===== src/rtl/css_pkg.sv =====
// conveyor sort sequencer: shared types, codes and reset constants
// used by css_cfg_regs, css_fsm and conveyor_sort_sequencer_core; no dependencies
`timescale 1ns / 1ps

package css_pkg;

	localparam int CFG_W          = 16;
	localparam int CFG_IDX_W      = 3;
	localparam int TIMER_BITS_DEF = 16;

	localparam logic [CFG_W-1:0] SCAN_INTERVAL_RST = 16'd30;
	localparam logic [CFG_W-1:0] NUDGE_RST         = 16'd5;
	localparam logic [CFG_W-1:0] BIN_TIMEOUT_RST   = 16'd50;
	localparam logic [CFG_W-1:0] CONFIRM_HOLD_RST  = 16'd60;
	localparam logic [CFG_W-1:0] REJECT_TIMEOUT_RST = 16'd100;

	typedef enum logic [2:0] {
		PH_IDLE = 3'd0,
		PH_SCAN = 3'd1,
		PH_DROP = 3'd2,
		PH_CONF = 3'd3,
		PH_REJ  = 3'd4
	} phase_t;

	typedef enum logic [1:0] {
		MOT_STOP = 2'd0,
		MOT_SCAN = 2'd1,
		MOT_FAST = 2'd2,
		MOT_REV  = 2'd3
	} motor_t;

	typedef enum logic [1:0] {
		REQ_TICK    = 2'd0,
		REQ_APPROVE = 2'd1,
		REQ_REJECT  = 2'd2
	} req_t;

	typedef enum logic [CFG_IDX_W-1:0] {
		CFG_SCAN_INTERVAL  = 3'd0,
		CFG_NUDGE          = 3'd1,
		CFG_BIN_TIMEOUT    = 3'd2,
		CFG_CONFIRM_HOLD   = 3'd3,
		CFG_REJECT_TIMEOUT = 3'd4
	} cfg_idx_t;

	typedef struct packed {
		logic [CFG_W-1:0] scan_interval;
		logic [CFG_W-1:0] nudge;
		logic [CFG_W-1:0] bin_timeout;
		logic [CFG_W-1:0] confirm_hold;
		logic [CFG_W-1:0] reject_timeout;
	} css_cfg_t;

	typedef struct packed {
		phase_t phase;
		motor_t motor;
		logic   bin_ok;
		logic   nudge_active;
	} css_res_t;

endpackage


===== src/rtl/css_cfg_regs.sv =====
// conveyor sort sequencer: configuration register file
// depends on css_pkg
`timescale 1ns / 1ps

module css_cfg_regs (
	input  logic                          clk,
	input  logic                          arst_n,
	input  logic                          wr_en,
	input  logic [css_pkg::CFG_IDX_W-1:0] wr_index,
	input  logic [css_pkg::CFG_W-1:0]     wr_data,
	output css_pkg::css_cfg_t             cfg
);

	css_pkg::css_cfg_t cfg_q;

	always_ff @(posedge clk or negedge arst_n) begin
		if (!arst_n) begin
			cfg_q.scan_interval  <= css_pkg::SCAN_INTERVAL_RST;
			cfg_q.nudge          <= css_pkg::NUDGE_RST;
			cfg_q.bin_timeout    <= css_pkg::BIN_TIMEOUT_RST;
			cfg_q.confirm_hold   <= css_pkg::CONFIRM_HOLD_RST;
			cfg_q.reject_timeout <= css_pkg::REJECT_TIMEOUT_RST;
		end else if (wr_en) begin
			unique case (css_pkg::cfg_idx_t'(wr_index))
				css_pkg::CFG_SCAN_INTERVAL:  cfg_q.scan_interval  <= wr_data;
				css_pkg::CFG_NUDGE:          cfg_q.nudge          <= wr_data;
				css_pkg::CFG_BIN_TIMEOUT:    cfg_q.bin_timeout    <= wr_data;
				css_pkg::CFG_CONFIRM_HOLD:   cfg_q.confirm_hold   <= wr_data;
				css_pkg::CFG_REJECT_TIMEOUT: cfg_q.reject_timeout <= wr_data;
				default: ;
			endcase
		end
	end

	assign cfg = cfg_q;

endmodule


===== src/rtl/css_fsm.sv =====
// conveyor sort sequencer: phase machine, phase timer and pending flags
// depends on css_pkg
`timescale 1ns / 1ps

module css_fsm #(
	parameter int TIMER_BITS = css_pkg::TIMER_BITS_DEF
) (
	input  logic              clk,
	input  logic              arst_n,
	input  logic              step,
	input  logic [1:0]        req_type,
	input  logic              entrance,
	input  logic              bin,
	input  css_pkg::css_cfg_t cfg,
	output css_pkg::css_res_t res
);

	localparam int CMP_W = (TIMER_BITS > css_pkg::CFG_W) ? TIMER_BITS : css_pkg::CFG_W;

	css_pkg::phase_t        phase_q, phase_d;
	css_pkg::motor_t        motor_q, motor_d;
	logic [TIMER_BITS-1:0]  timer_q, timer_d;
	logic                   nudge_q, nudge_d;
	logic                   appr_q, appr_d;
	logic                   rej_q, rej_d;
	logic                   conf_q, conf_d;

	logic [TIMER_BITS-1:0]     timer_inc;
	logic [css_pkg::CFG_W-1:0] limit;
	logic                      reached;

	// saturating count; a limit above the timer range expires at saturation
	always_comb begin
		timer_inc = (timer_q == '1) ? timer_q : timer_q + 1'b1;
		unique case (phase_q)
			css_pkg::PH_SCAN: limit = nudge_q ? cfg.nudge : cfg.scan_interval;
			css_pkg::PH_DROP: limit = cfg.bin_timeout;
			css_pkg::PH_CONF: limit = cfg.confirm_hold;
			css_pkg::PH_REJ:  limit = cfg.reject_timeout;
			default:          limit = cfg.reject_timeout;
		endcase
		reached = (CMP_W'(timer_inc) >= CMP_W'(limit)) || (timer_inc == '1);
	end

	always_comb begin
		phase_d = phase_q;
		motor_d = motor_q;
		timer_d = timer_q;
		nudge_d = nudge_q;
		appr_d  = appr_q;
		rej_d   = rej_q;
		conf_d  = conf_q;
		unique case (css_pkg::req_t'(req_type))
			css_pkg::REQ_TICK: begin
				unique case (phase_q)
					css_pkg::PH_IDLE: begin
						if (entrance) begin
							conf_d  = 1'b0;
							motor_d = css_pkg::MOT_SCAN;
							nudge_d = 1'b0;
							timer_d = '0;
							phase_d = css_pkg::PH_SCAN;
						end
					end
					css_pkg::PH_SCAN: begin
						priority if (nudge_q) begin
							timer_d = timer_inc;
							if (reached) begin
								motor_d = css_pkg::MOT_STOP;
								nudge_d = 1'b0;
								timer_d = '0;
							end
						end else if (appr_q) begin
							appr_d  = 1'b0;
							motor_d = css_pkg::MOT_FAST;
							timer_d = '0;
							phase_d = css_pkg::PH_DROP;
						end else if (rej_q) begin
							rej_d   = 1'b0;
							motor_d = css_pkg::MOT_REV;
							timer_d = '0;
							phase_d = css_pkg::PH_REJ;
						end else begin
							timer_d = timer_inc;
							if (reached) begin
								nudge_d = 1'b1;
								motor_d = css_pkg::MOT_SCAN;
								timer_d = '0;
							end
						end
					end
					css_pkg::PH_DROP: begin
						if (bin) begin
							motor_d = css_pkg::MOT_STOP;
							conf_d  = 1'b1;
							timer_d = '0;
							phase_d = css_pkg::PH_CONF;
						end else begin
							timer_d = timer_inc;
							if (reached) begin
								motor_d = css_pkg::MOT_STOP;
								conf_d  = 1'b0;
								timer_d = '0;
								phase_d = css_pkg::PH_CONF;
							end
						end
					end
					css_pkg::PH_CONF: begin
						timer_d = timer_inc;
						if (reached) begin
							motor_d = css_pkg::MOT_STOP;
							appr_d  = 1'b0;
							rej_d   = 1'b0;
							nudge_d = 1'b0;
							timer_d = '0;
							phase_d = css_pkg::PH_IDLE;
						end
					end
					default: begin
						// rejecting, and any stray code falls back to idle the same way
						if (phase_q == css_pkg::PH_REJ && entrance) begin
							timer_d = timer_inc;
						end
						if (phase_q != css_pkg::PH_REJ || !entrance || reached) begin
							motor_d = css_pkg::MOT_STOP;
							appr_d  = 1'b0;
							rej_d   = 1'b0;
							nudge_d = 1'b0;
							timer_d = '0;
							phase_d = css_pkg::PH_IDLE;
						end
					end
				endcase
			end
			css_pkg::REQ_APPROVE: appr_d = 1'b1;
			css_pkg::REQ_REJECT:  rej_d  = 1'b1;
			default: ;
		endcase
	end

	always_ff @(posedge clk or negedge arst_n) begin
		if (!arst_n) begin
			phase_q <= css_pkg::PH_IDLE;
			motor_q <= css_pkg::MOT_STOP;
			timer_q <= '0;
			nudge_q <= 1'b0;
			appr_q  <= 1'b0;
			rej_q   <= 1'b0;
			conf_q  <= 1'b0;
		end else if (step) begin
			phase_q <= phase_d;
			motor_q <= motor_d;
			timer_q <= timer_d;
			nudge_q <= nudge_d;
			appr_q  <= appr_d;
			rej_q   <= rej_d;
			conf_q  <= conf_d;
		end
	end

	always_comb begin
		res.phase        = phase_d;
		res.motor        = motor_d;
		res.bin_ok       = conf_d;
		res.nudge_active = nudge_d;
	end

	// a nudge only runs while scanning
	a_nudge_in_scan: assert property (@(posedge clk) disable iff (!arst_n)
		nudge_q |-> (phase_q == css_pkg::PH_SCAN))
		else $error("nudge outside scanning");

	// idle and confirming keep the conveyor stopped
	a_stop_when_still: assert property (@(posedge clk) disable iff (!arst_n)
		(phase_q == css_pkg::PH_IDLE || phase_q == css_pkg::PH_CONF)
		|-> (motor_q == css_pkg::MOT_STOP))
		else $error("motor running in idle or confirming");

	// dropping runs fast, rejecting reverses
	a_motor_drop_rej: assert property (@(posedge clk) disable iff (!arst_n)
		((phase_q == css_pkg::PH_DROP) |-> (motor_q == css_pkg::MOT_FAST)) and
		((phase_q == css_pkg::PH_REJ) |-> (motor_q == css_pkg::MOT_REV)))
		else $error("motor mode does not match phase");

	// state only moves on an item
	a_hold_without_step: assert property (@(posedge clk) disable iff (!arst_n)
		!step |=> ($stable(phase_q) && $stable(timer_q) && $stable(appr_q) && $stable(rej_q)))
		else $error("state changed without an item");

endmodule


===== src/rtl/conveyor_sort_sequencer_core.sv =====
// conveyor sort sequencer top level: input register, phase machine, result register
// depends on css_pkg, css_cfg_regs and css_fsm
`timescale 1ns / 1ps

// channel   signals                                        direction
// in        in_valid / in_ready, req_type,                 request into the block
//           entrance_present, bin_present
// out       out_valid / out_ready, state_code,             one result per request
//           motor_mode, bin_ok, nudge_active
// cfg       cfg_valid / cfg_ready, cfg_index, cfg_data     register writes, always ready
//
// one request per clock sustained while out_ready holds; after acceptance a request is held
// in the input register and its result moves to the result register when that slot is free
// the single state update between the two registers happens once per request
// stalls on out back up through the result and input registers to in_ready combinationally
// reset clears valids, phase machine, flags and timer, and loads register defaults
// register writes take effect on the next clock; cfg_index values past the list are ignored

module conveyor_sort_sequencer_core #(
	parameter int TIMER_BITS = css_pkg::TIMER_BITS_DEF
) (
	input  logic                          clk,
	input  logic                          arst_n,
	// request channel
	input  logic                          in_valid,
	output logic                          in_ready,
	input  logic [1:0]                    req_type,
	input  logic                          entrance_present,
	input  logic                          bin_present,
	// result channel
	output logic                          out_valid,
	input  logic                          out_ready,
	output logic [2:0]                    state_code,
	output logic [1:0]                    motor_mode,
	output logic                          bin_ok,
	output logic                          nudge_active,
	// configuration channel
	input  logic                          cfg_valid,
	output logic                          cfg_ready,
	input  logic [css_pkg::CFG_IDX_W-1:0] cfg_index,
	input  logic [css_pkg::CFG_W-1:0]     cfg_data
);

	// input register
	logic       valid_s1;
	logic [1:0] req_s1;
	logic       ent_s1;
	logic       bin_s1;

	// result register
	logic              out_valid_q;
	css_pkg::css_res_t res_q;

	css_pkg::css_cfg_t cfg;
	css_pkg::css_res_t res_next;
	logic              advance;

	// the request in the input register moves on when the result slot is free or draining
	assign advance   = valid_s1 && (!out_valid_q || out_ready);
	assign in_ready  = !valid_s1 || advance;
	assign cfg_ready = 1'b1;

	css_cfg_regs u_cfg (
		.clk      (clk),
		.arst_n   (arst_n),
		.wr_en    (cfg_valid),
		.wr_index (cfg_index),
		.wr_data  (cfg_data),
		.cfg      (cfg)
	);

	css_fsm #(
		.TIMER_BITS (TIMER_BITS)
	) u_fsm (
		.clk      (clk),
		.arst_n   (arst_n),
		.step     (advance),
		.req_type (req_s1),
		.entrance (ent_s1),
		.bin      (bin_s1),
		.cfg      (cfg),
		.res      (res_next)
	);

	always_ff @(posedge clk or negedge arst_n) begin
		if (!arst_n) begin
			valid_s1 <= 1'b0;
		end else if (in_ready) begin
			valid_s1 <= in_valid;
		end
	end

	// payload only, no reset
	always_ff @(posedge clk) begin
		if (in_valid && in_ready) begin
			req_s1 <= req_type;
			ent_s1 <= entrance_present;
			bin_s1 <= bin_present;
		end
	end

	always_ff @(posedge clk or negedge arst_n) begin
		if (!arst_n) begin
			out_valid_q <= 1'b0;
		end else if (advance) begin
			out_valid_q <= 1'b1;
		end else if (out_ready) begin
			out_valid_q <= 1'b0;
		end
	end

	always_ff @(posedge clk) begin
		if (advance) begin
			res_q <= res_next;
		end
	end

	assign out_valid    = out_valid_q;
	assign state_code   = res_q.phase;
	assign motor_mode   = res_q.motor;
	assign bin_ok       = res_q.bin_ok;
	assign nudge_active = res_q.nudge_active;

endmodule


===== config.mk =====
export PLATFORM = sky130hd
export DESIGN_NAME = conveyor_sort_sequencer_core
export DESIGN_NICKNAME = d
export VERILOG_FILES = /design/src/rtl/css_pkg.sv /design/src/rtl/css_cfg_regs.sv /design/src/rtl/css_fsm.sv /design/src/rtl/conveyor_sort_sequencer_core.sv
export SDC_FILE = /design/constraint.sdc
export NUM_CORES = 1
export LEC_CHECK = 0
export BUFFER_PORTS_ARGS = -buffer_cell sky130_fd_sc_hd__buf_4
export CAP_MARGIN = 20
export CORE_ASPECT_RATIO = 1.1
export CORE_UTILIZATION = 35
export CTS_CLUSTER_SIZE = 25
export DETAILED_ROUTE_END_ITERATION = 8
export GPL_TIMING_DRIVEN = 0
export PLACE_DENSITY = 0.6
export SKIP_CTS_REPAIR_TIMING = 1
export SYNTH_ARGS = -nofsm -noshare
export SYNTH_HDL_FRONTEND = slang
export SYNTH_SLANG_ARGS = --single-unit

===== constraint.sdc =====
create_clock -name clk -period 12.7 [get_ports clk]
set_clock_uncertainty 0.15 [all_clocks]
set_input_delay 0.635 -clock clk [delete_from_list [all_inputs] [get_ports clk]]
set_output_delay 0.635 -clock clk [all_outputs]
set_load 0.01 [all_outputs]

# Word level (Yosys, flattened, before mapping)

Cells that the tools add are included.

Add/subtract/negate cells: 1
Multipliers: 0
Div/mod/pow operators: 0
Order comparisons: 1
Equal/unequal tests: 19
Shift-type cells: 0
Mux-type cells: 58
Bitwise gates (word level): 0
Reduce and logical (&&, ||, !) cells: 27

Operators with widths:

| kind                                                                  | count |
|---|---|
| 16-bit two-way mux                                                    | 10 |
| 16-bit case mux with 4 select lines                                   | 1 |
| 16-bit case mux with 3 select lines                                   | 1 |
| 16-bit equality test, second input constant                           | 2 |
| 3-bit two-way mux                                                     | 9 |
| 1-bit two-way mux                                                     | 20 |
| 2-bit two-way mux                                                     | 9 |
| 16-bit by 1-bit adder with 16-bit output, second input constant       | 1 |
| 16-bit greater-or-equal comparator                                    | 1 |
| 3-bit by 2-bit equality test with 1-bit output, second input constant | 4 |
| 3-bit case mux with 4 select lines                                    | 1 |
| 2-bit AND reduction                                                   | 5 |
| 3-bit inequality test, second input constant                          | 3 |
| 2-bit case mux with 4 select lines                                    | 1 |
| 7-bit AND reduction                                                   | 1 |
| 3-bit by 1-bit equality test with 1-bit output, second input constant | 2 |
| 3-bit equality test, second input constant                            | 2 |
| 3-bit zero test                                                       | 2 |
| 1-bit case mux with 2 select lines                                    | 3 |
| 1-bit case mux with 3 select lines                                    | 2 |
| 6-bit AND reduction                                                   | 1 |
| 2-bit nonzero test                                                    | 3 |
| 6-bit nonzero test                                                    | 1 |
| 1-bit logical OR                                                      | 5 |
| 11 further kinds                                                      | 16 |

Bits in registers: 118
Bits in latches: 0
RAM bits: 0
Bits in read-only memories: 0
Bits of input ports: 28
Word-level logic and storage cells: 127
Memories: 0

# Longest topological paths before layout

Gate-level depths: netlist of the first run.

Depth in word-level cells: 10
Depth in mapped cells: 18
Mapped depth without buffers: 16

# Hierarchy

A second synthesis of the first run with hierarchy kept.

Cell total of the unflattened synthesis: 586
Area total of the unflattened synthesis: 6459.9 um^2

Modules (own cells, without submodules):

| module                       | instances | cells each | area each (um^2) | sequential area each (um^2) |
|---|---|---|---|---|
| css_cfg_regs                 | 1         | 173        | 3070.4           | 2021.9 |
| css_fsm                      | 1         | 392        | 2944.1           | 625.6 |
| conveyor_sort_sequencer_core | 1         | 21         | 445.4            | 380.4 |

# Worst setup path after synthesis of the first run

No wires, ideal clock.

Path kind: register -> register
From: reg u_fsm.timer_q[1]
To: reg res_q (netlist bit state_code[0]) (data pin)
Library setup time: 267 ps
Arrival: 3927 ps
Required time: 12283 ps
Slack: 8356 ps
Stages on the path, launching flop included: 15
Buffers on the path: 1
Period minus slack after synthesis: 4344 ps
Cells stage by stage: dfrtp_1 -> ha_1 -> nand3_1 -> clkbuf_1 -> nor4_1 -> nor3_1 -> xor2_1 -> ha_1 -> a211oi_1 -> o21ai_0 -> a211oi_1 -> nand2_4 -> or3_1 -> a31oi_1 -> o21ai_1

RTL lines:

| element                | line                                | text |
|---|---|---|
| from (decl)            | css_fsm.sv:22                       | `logic [TIMER_BITS-1:0] timer_q, timer_d;` |
| from (signal assigned) | css_fsm.sv:153                      | `timer_q <= timer_d;` |
| to (signal assigned)   | conveyor_sort_sequencer_core.sv:114 | `res_q <= res_next;` |
| to (decl)              | conveyor_sort_sequencer_core.sv:52  | `css_pkg::css_res_t res_q;` |

==> metrics.txt, run 1 <==
outcome complete, no violations; YS warnings 0; clock latency on the worst-skew pair 0.42 ns; Final min period between 5 and 6 ns; metal3 WL 621 um; Mapped Area 0.006431 mm2; total track usage 18.65%; power share of the clock group 37.9%; largest family of logic cells by synthesized area compound AO/OA/AOI/OAI gates; combinational fraction of design power 23.5%; Critical Path Slowest Stage Cell a211oi_1; DRT antenna net count 0; Placed Area 0.007024 mm2; Sequential Area 0.003028 mm2; sequential share of the synthesized area 47.08%; mux contribution to synthesized area 14.96%; Synth Area in Compound Gates 16.52%; post-synthesis simple-gate area fraction 13.27%; period utilisation layout 40.44%; maximum VDD drop around 0.0001 V; post-synth top area share 35.41%; Max Used Layer met4; Switch Pwr roughly 0.39 mW; CP top delay family compound AO/OA/AOI/OAI gates; FF+latch count, synth 118; H-Tree Depth 4; clock slew seen by the registers of the worst setup and hold paths 0.06 ns; Switching Share 29.89%; worst r2r path cells 16; area grow syn2layout 18.81%; ys flop type dfrtp_1; DP Wirelength ~12 mm; post-synthesis xor/xnor area fraction 1.226%; # DRC 0; Fmax roughly 190 MHz; Slew Limit Headroom 22.51%; Hold Crit Class input port to asynchronous set/reset pin; CTS max path bufs 2; commonest non-fill, non-tap cells in the layout dfrtp_1, mux2_2, a21oi_1; Synth area leader dfrtp_1; Post-Syn Nets between 600 and 700; DRT Pass-1 Iters 5; final hold viol count 0; RSZ-0062 raised after global routing false; CTS Root Cell clkbuf_16; Max Slew Vio Count 0; Seq pwr share 38.7%; leakage power between 3 and 4 nW; drt wl/cell 18.15 um; largest fanout on the critical path 10; Core Area 0.01787 mm2; wire length on met2 8.139 mm; Fill cells 1733; CP bufs+invs 2; CP Data Required Time around 13 ns; Pint 0.9152 mW; Cell Pwr Density 170.8 mW/mm2; die width about 130 um; Unique masters post-synth 69; row count 51; ant diodes 0; Post-synth ARST share 90.68%; # port buffers 35; Final Setup Violations 0; vias in the first global route between 5000 and 6000; Post-Syn Instances 592; grt ovf 0; Max-Cap Viols 0; dominant cells by area after synthesis dfrtp_1, mux2_2, dfstp_2; Startpoint Class flip-flop; largest net degree at the start of global routing 72; CP cell instances ha_1, nand3_1, clkbuf_1, nor4_1, clkbuf_2, xor2_1, ha_1, nor2b_1, o21ai_0, a21oi_1, o21ai_0, a211oi_1, nand2_4, or3_1, a31oi_1, o21ai_1; DRT Wirelength 16.33 mm; final net count slightly below 700; Adder-Cell Fraction of Synth Area 3.307%; initial drt markers 324; share of post-route cells with drive strength above 1 33.23%; Die Y ~140 um; multi-input logic area 0.003173 mm2; critical path depth in cells 16; first-pass GRT wire length between 20 and 30 mm; via count 4875; clk sink count 118; Starting Density 35.99%; nature of the critical path endpoint flip-flop; Critical Path AT 5.15 ns; Post-synth EDFFs 11; RePlAce Congestion 0.8852; total CTS buffers 17; final instance area between 0.007 and 0.008 mm2; antenna violations before repair 0; wl on met1 7.295 mm; io pins 38; Slew @ Worst Pin roughly 1.2 ns; critical path type flip-flop to flip-flop; CP max stage delay 0.97 ns; Avg Cell Area, Syn 10.86 um2; most common cell after layout, fill and taps aside dfrtp_1; via/cell ratio around 5.4; die area 0.01892 mm2; setup TNS 0 ns; TritonCTS clock tree done
logic make-up after synthesis:
group | after synthesis
adder cells (fa/ha/maj) | 17
XOR/XNOR | 9
AND/OR/NAND/NOR | 158
flip-flops | 118
multiplexers | 86
AO/OA/AOI/OAI | 149
other | 1
buffers and inverters | 54
layout make-up:
cell class                 instances  area share (%)
clock inverter                    11           1.556
multi-input combinational        420           41.53
inverter                          14          0.6877
timing repair buffer              38           3.930
tap                              238           3.897
buffer                            40           2.325
clock buffer                      21           6.452
sequential                       118           39.63
registers in the layout, summed over array words and instances, names as in the netlist:
| signal | count |
|---|---|
| bin_ok | 1 |
| bin_s1 | 1 |
| ent_s1 | 1 |
| motor_mode | 2 |
| nudge_active | 1 |
| out_valid | 1 |
| req_s1 | 2 |
| state_code | 3 |
| u_cfg.cfg | 80 |
| u_fsm.appr_q | 1 |
| u_fsm.conf_q | 1 |
| u_fsm.motor_q | 2 |
| u_fsm.nudge_q | 1 |
| u_fsm.phase_q | 3 |
| u_fsm.rej_q | 1 |
| u_fsm.timer_q | 16 |
| valid_s1 | 1 |
routing by layer:
metal,track usage (%),up-vias
met4,7.616,0
li1,-,2305
met3,4.276,18
met5,0,-
met1,23.13,2445
met2,31.44,107
cells in the mapped netlist, drive strengths merged, types with 3 or more instances:
master	instances
o31ai	3
a31oi	6
a21oi	41
o211ai	28
nor2	25
or3	3
or2	29
xnor2	7
nand4	10
nand3	15
a211oi	3
clkbuf	29
mux2	81
nor4	6
inv	13
buf	11
o21ai	23
dfstp	16
o22ai	5
dfrtp	91
a21o	3
a22o	17
nor3	13
edfxtp	11
nand2b	4
nand2	39
mux2i	5
ha	17
final timing paths:
check                                             start                         to  slack [ns]
setup / recovery           u_fsm.timer_q[1]$_DFFE_PN0P_    state_code[0]$_DFFE_PP_        7.56
hold / removal                                   arst_n  u_cfg.cfg[49]$_DFFE_PN0P_        0.05
setup reg to reg           u_fsm.timer_q[1]$_DFFE_PN0P_    state_code[0]$_DFFE_PP_        7.56
hold reg to reg                u_fsm.conf_q$_DFFE_PN0P_   u_fsm.conf_q$_DFFE_PN0P_        0.34
max in group asynchronous                        arst_n  u_cfg.cfg[20]$_DFFE_PN1P_       11.60
min in group clk                            bin_present           bin_s1$_DFFE_PP_        0.23
stage by stage:
stage               power, mW  hold slack (ns)  cells  utilization, %  worst slack (ns)
floorplan              0.7117           0.1894    592               -             8.356
global placement       0.8035           0.3108    865           39.13             7.227
detailed placement     0.8166           0.3286    867           39.31             7.255
CTS                     1.312          0.05532    899           42.74             7.236
global route            1.376          0.07542    900           42.77             7.159
finish                  1.305          0.04700    900           42.77             7.564
power by group through the flow:
stage | combinational (mW) | clock [mW] | sequential (mW)
after floorplan | 0.214 | 0 | 0.498
after global placement | 0.298 | 0 | 0.506
after detailed placement | 0.307 | 0 | 0.510
after CTS | 0.308 | 0.501 | 0.504
after global routing | 0.339 | 0.523 | 0.514
final | 0.306 | 0.494 | 0.505
No activity file was read; power rests on OpenSTA's default activity.
==> run 2: changes to the inputs <==
--- a/config.mk
+++ b/config.mk
@@ -12,7 +12,7 @@
 export CTS_CLUSTER_SIZE = 25
 export DETAILED_ROUTE_END_ITERATION = 8
 export GPL_TIMING_DRIVEN = 0
-export PLACE_DENSITY = 0.6
+export PLACE_DENSITY = 0.62
 export SKIP_CTS_REPAIR_TIMING = 1
 export SYNTH_ARGS = -nofsm -noshare
 export SYNTH_HDL_FRONTEND = slang
==> constraint.sdc (replaced) <==
create_clock -name clk -period 4.2 [get_ports clk]
set_clock_uncertainty 0.15 [all_clocks]
set_input_delay 0.21 -clock clk [delete_from_list [all_inputs] [get_ports clk]]
set_output_delay 0.21 -clock clk [all_outputs]
set_load 0.01 [all_outputs]
==> metrics.txt, run 2 (synthesis results as in run 1) <==
die area 0.01892 mm2 (unchanged); # DRC 0 (unchanged); Final min period 4.028 ns (-1.108 ns); Critical Path AT 4.05 ns (-1.10 ns); Max Slew Vio Count 0 (unchanged); largest net degree at the start of global routing 77 (+6.9%); Hold Crit Class input port to flip-flop; final hold slack 0.07769 ns (+0.03069 ns); initial drt markers 366 (+13%); RePlAce Congestion 0.8857 (about the same); crit path launch u_fsm.timer_q[1]$_DFFE_PN0P_; setup TNS 0 ns (unchanged); clock slew seen by the registers of the worst setup and hold paths 0.06 ns (about the same); worst r2r path cells 17 (+1); DRT Pass-1 Iters 4 (-1); largest fanout on the critical path 10 (unchanged); grt ovf 0 (unchanged); drt wl/cell 17.90 um (-1.3%); final net count 729 (+5.0%); clock latency on the worst-skew pair 0.42 ns (about the same); most common cell after layout, fill and taps aside dfrtp_1; critical path type flip-flop to flip-flop; final instance area 0.008099 mm2 (+6.0%); via/cell ratio 5.445 (+0.52%); # port buffers 35 (unchanged); HP Start cfg_index[0]; Die Y 144.2 um (unchanged); share of post-route cells with drive strength above 1 37.02% (+3.8 points); r2r setup slk 0.17 ns (-7.39 ns); R2R Path Start u_fsm.timer_q[1]$_DFFE_PN0P_; vias in the first global route 5119 (-0.18%); Final Setup Violations 0 (unchanged); reg-to-reg endpoint motor_mode[0]$_DFFE_PP_; Max-Cap Viols 0 (unchanged); clk sink count 118 (unchanged); DRT antenna net count 0 (unchanged); Cell Pwr Density 492.2 mW/mm2 (+190%); die width 131.2 um (unchanged); CP Data Required Time 4.22 ns (-8.49 ns); Core Area 0.01787 mm2 (unchanged); via count 5091 (+4.4%); leakage power 3.424 nW (+8.1%); H-Tree Depth 4 (unchanged); total CTS buffers 17 (unchanged); outcome complete, no violations; Worst Setup EP motor_mode[0]$_DFFE_PP_; maximum VDD drop 0.0002430 V (+150%); DP Wirelength 11.54 mm (-0.39%); total track usage 18.32% (-0.33 points); antenna violations before repair 0 (unchanged); DRT Wirelength 16.74 mm (+2.5%); row count 51 (unchanged); ant diodes 0 (unchanged); CTS max path bufs 2 (unchanged); final hold viol count 0 (unchanged); Placed Area 0.007029 mm2 (about the same); Startpoint Class flip-flop; CTS Root Cell clkbuf_16; max reg flops 80 (unchanged); first-pass GRT wire length 26.57 mm (-2.8%); TritonCTS clock tree done; io pins 38 (unchanged); commonest non-fill, non-tap cells in the layout dfrtp_1, mux2_2, buf_4; period utilisation layout 95.91% (+55 points); nature of the critical path endpoint flip-flop; Fill cells 1670 (-3.6%); Slew Limit Headroom 33.23% (+11 points); Fmax 248.2 MHz (+28%); Slew @ Worst Pin 0.9939 ns (-0.1614 ns); Starting Density 35.99% (unchanged); area grow syn2layout 25.93%
-- run 2: cell types whose count changed in the layout (fill, tap and decap cells not counted), sizes merged --
| cell | previous run | this run |
|---|---|---|
| inv | 14 | 16 |
| buf | 48 | 63 |
| dlygate4sd3 | 0 | 24 |
| clkbuf | 51 | 45 |
-- run 2: how the worst min path moves through the flow --
stage,to,slack [ns],cells after the start
after floorplan,out_valid$_DFFE_PN0P_,-0.24,0
after global placement,req_s1[0]$_DFFE_PP_,0.24,1
after detailed placement,u_fsm.timer_q[12]$_DFFE_PN0P_,0.05,1
after CTS,u_fsm.timer_q[13]$_DFFE_PN0P_,-0.39,1
after global routing,u_cfg.cfg[64]$_DFFE_PN0P_,0.09,3
final,u_cfg.cfg[64]$_DFFE_PN0P_,0.08,3
-- run 2: per-stage QoR --
step                util, %  power, mW  worst slack (ns)  cells
floorplan                 -      2.153           0.07557    592
global placement      39.16      2.425           -0.9606    865
detailed placement    39.34      2.467           -0.9438    867
CTS                   42.75      3.955           -0.9794    899
global route          45.33      4.191          -0.02438    935
finish                45.33      3.986            0.1718    935
-- run 2: cell type report --
type                    count  area, um2  area share [%]
clock inverters            13      145.1           1.792
plain buffers              39      198.9           2.456
well taps                 238      297.8           3.677
inverters                  14      52.55          0.6488
repair buffers             74      633.1           7.817
multi-input cells         420       3278           40.48
flip-flops and latches    118       3029           37.40
clock buffers              19      464.2           5.731
-- run 2: per-layer routing --
| metal | wire (um) | global-route usage [%] |
|---|---|---|
| met3 | 660 | 4.031 |
| met2 | 8305 | 31.22 |
| met4 | 527 | 9.721 |
| met1 | 7248 | 21.77 |
| met5 | 0 | 0 |
-- run 2: report_power, final --
part,switching (mW),internal [mW]
clock network,0.545,0.928
logic,0.531,0.457
registers,0.128,1.40
-- run 2: critical path: stages, from the launching register on --
cell      delay [ns]
dfrtp_2         0.40
ha_4            0.18
nand3_2         0.13
clkbuf_2        0.26
nor3_2          0.28
mux2i_2         0.36
inv_1           0.10
ha_1            0.32
nand2_1         0.05
o21ai_0         0.15
o211ai_1        0.10
a21oi_1         0.25
a211oi_4        0.11
buf_4           0.16
buf_4           0.14
a41oi_1         0.30
o22ai_2         0.13
a22o_1          0.22
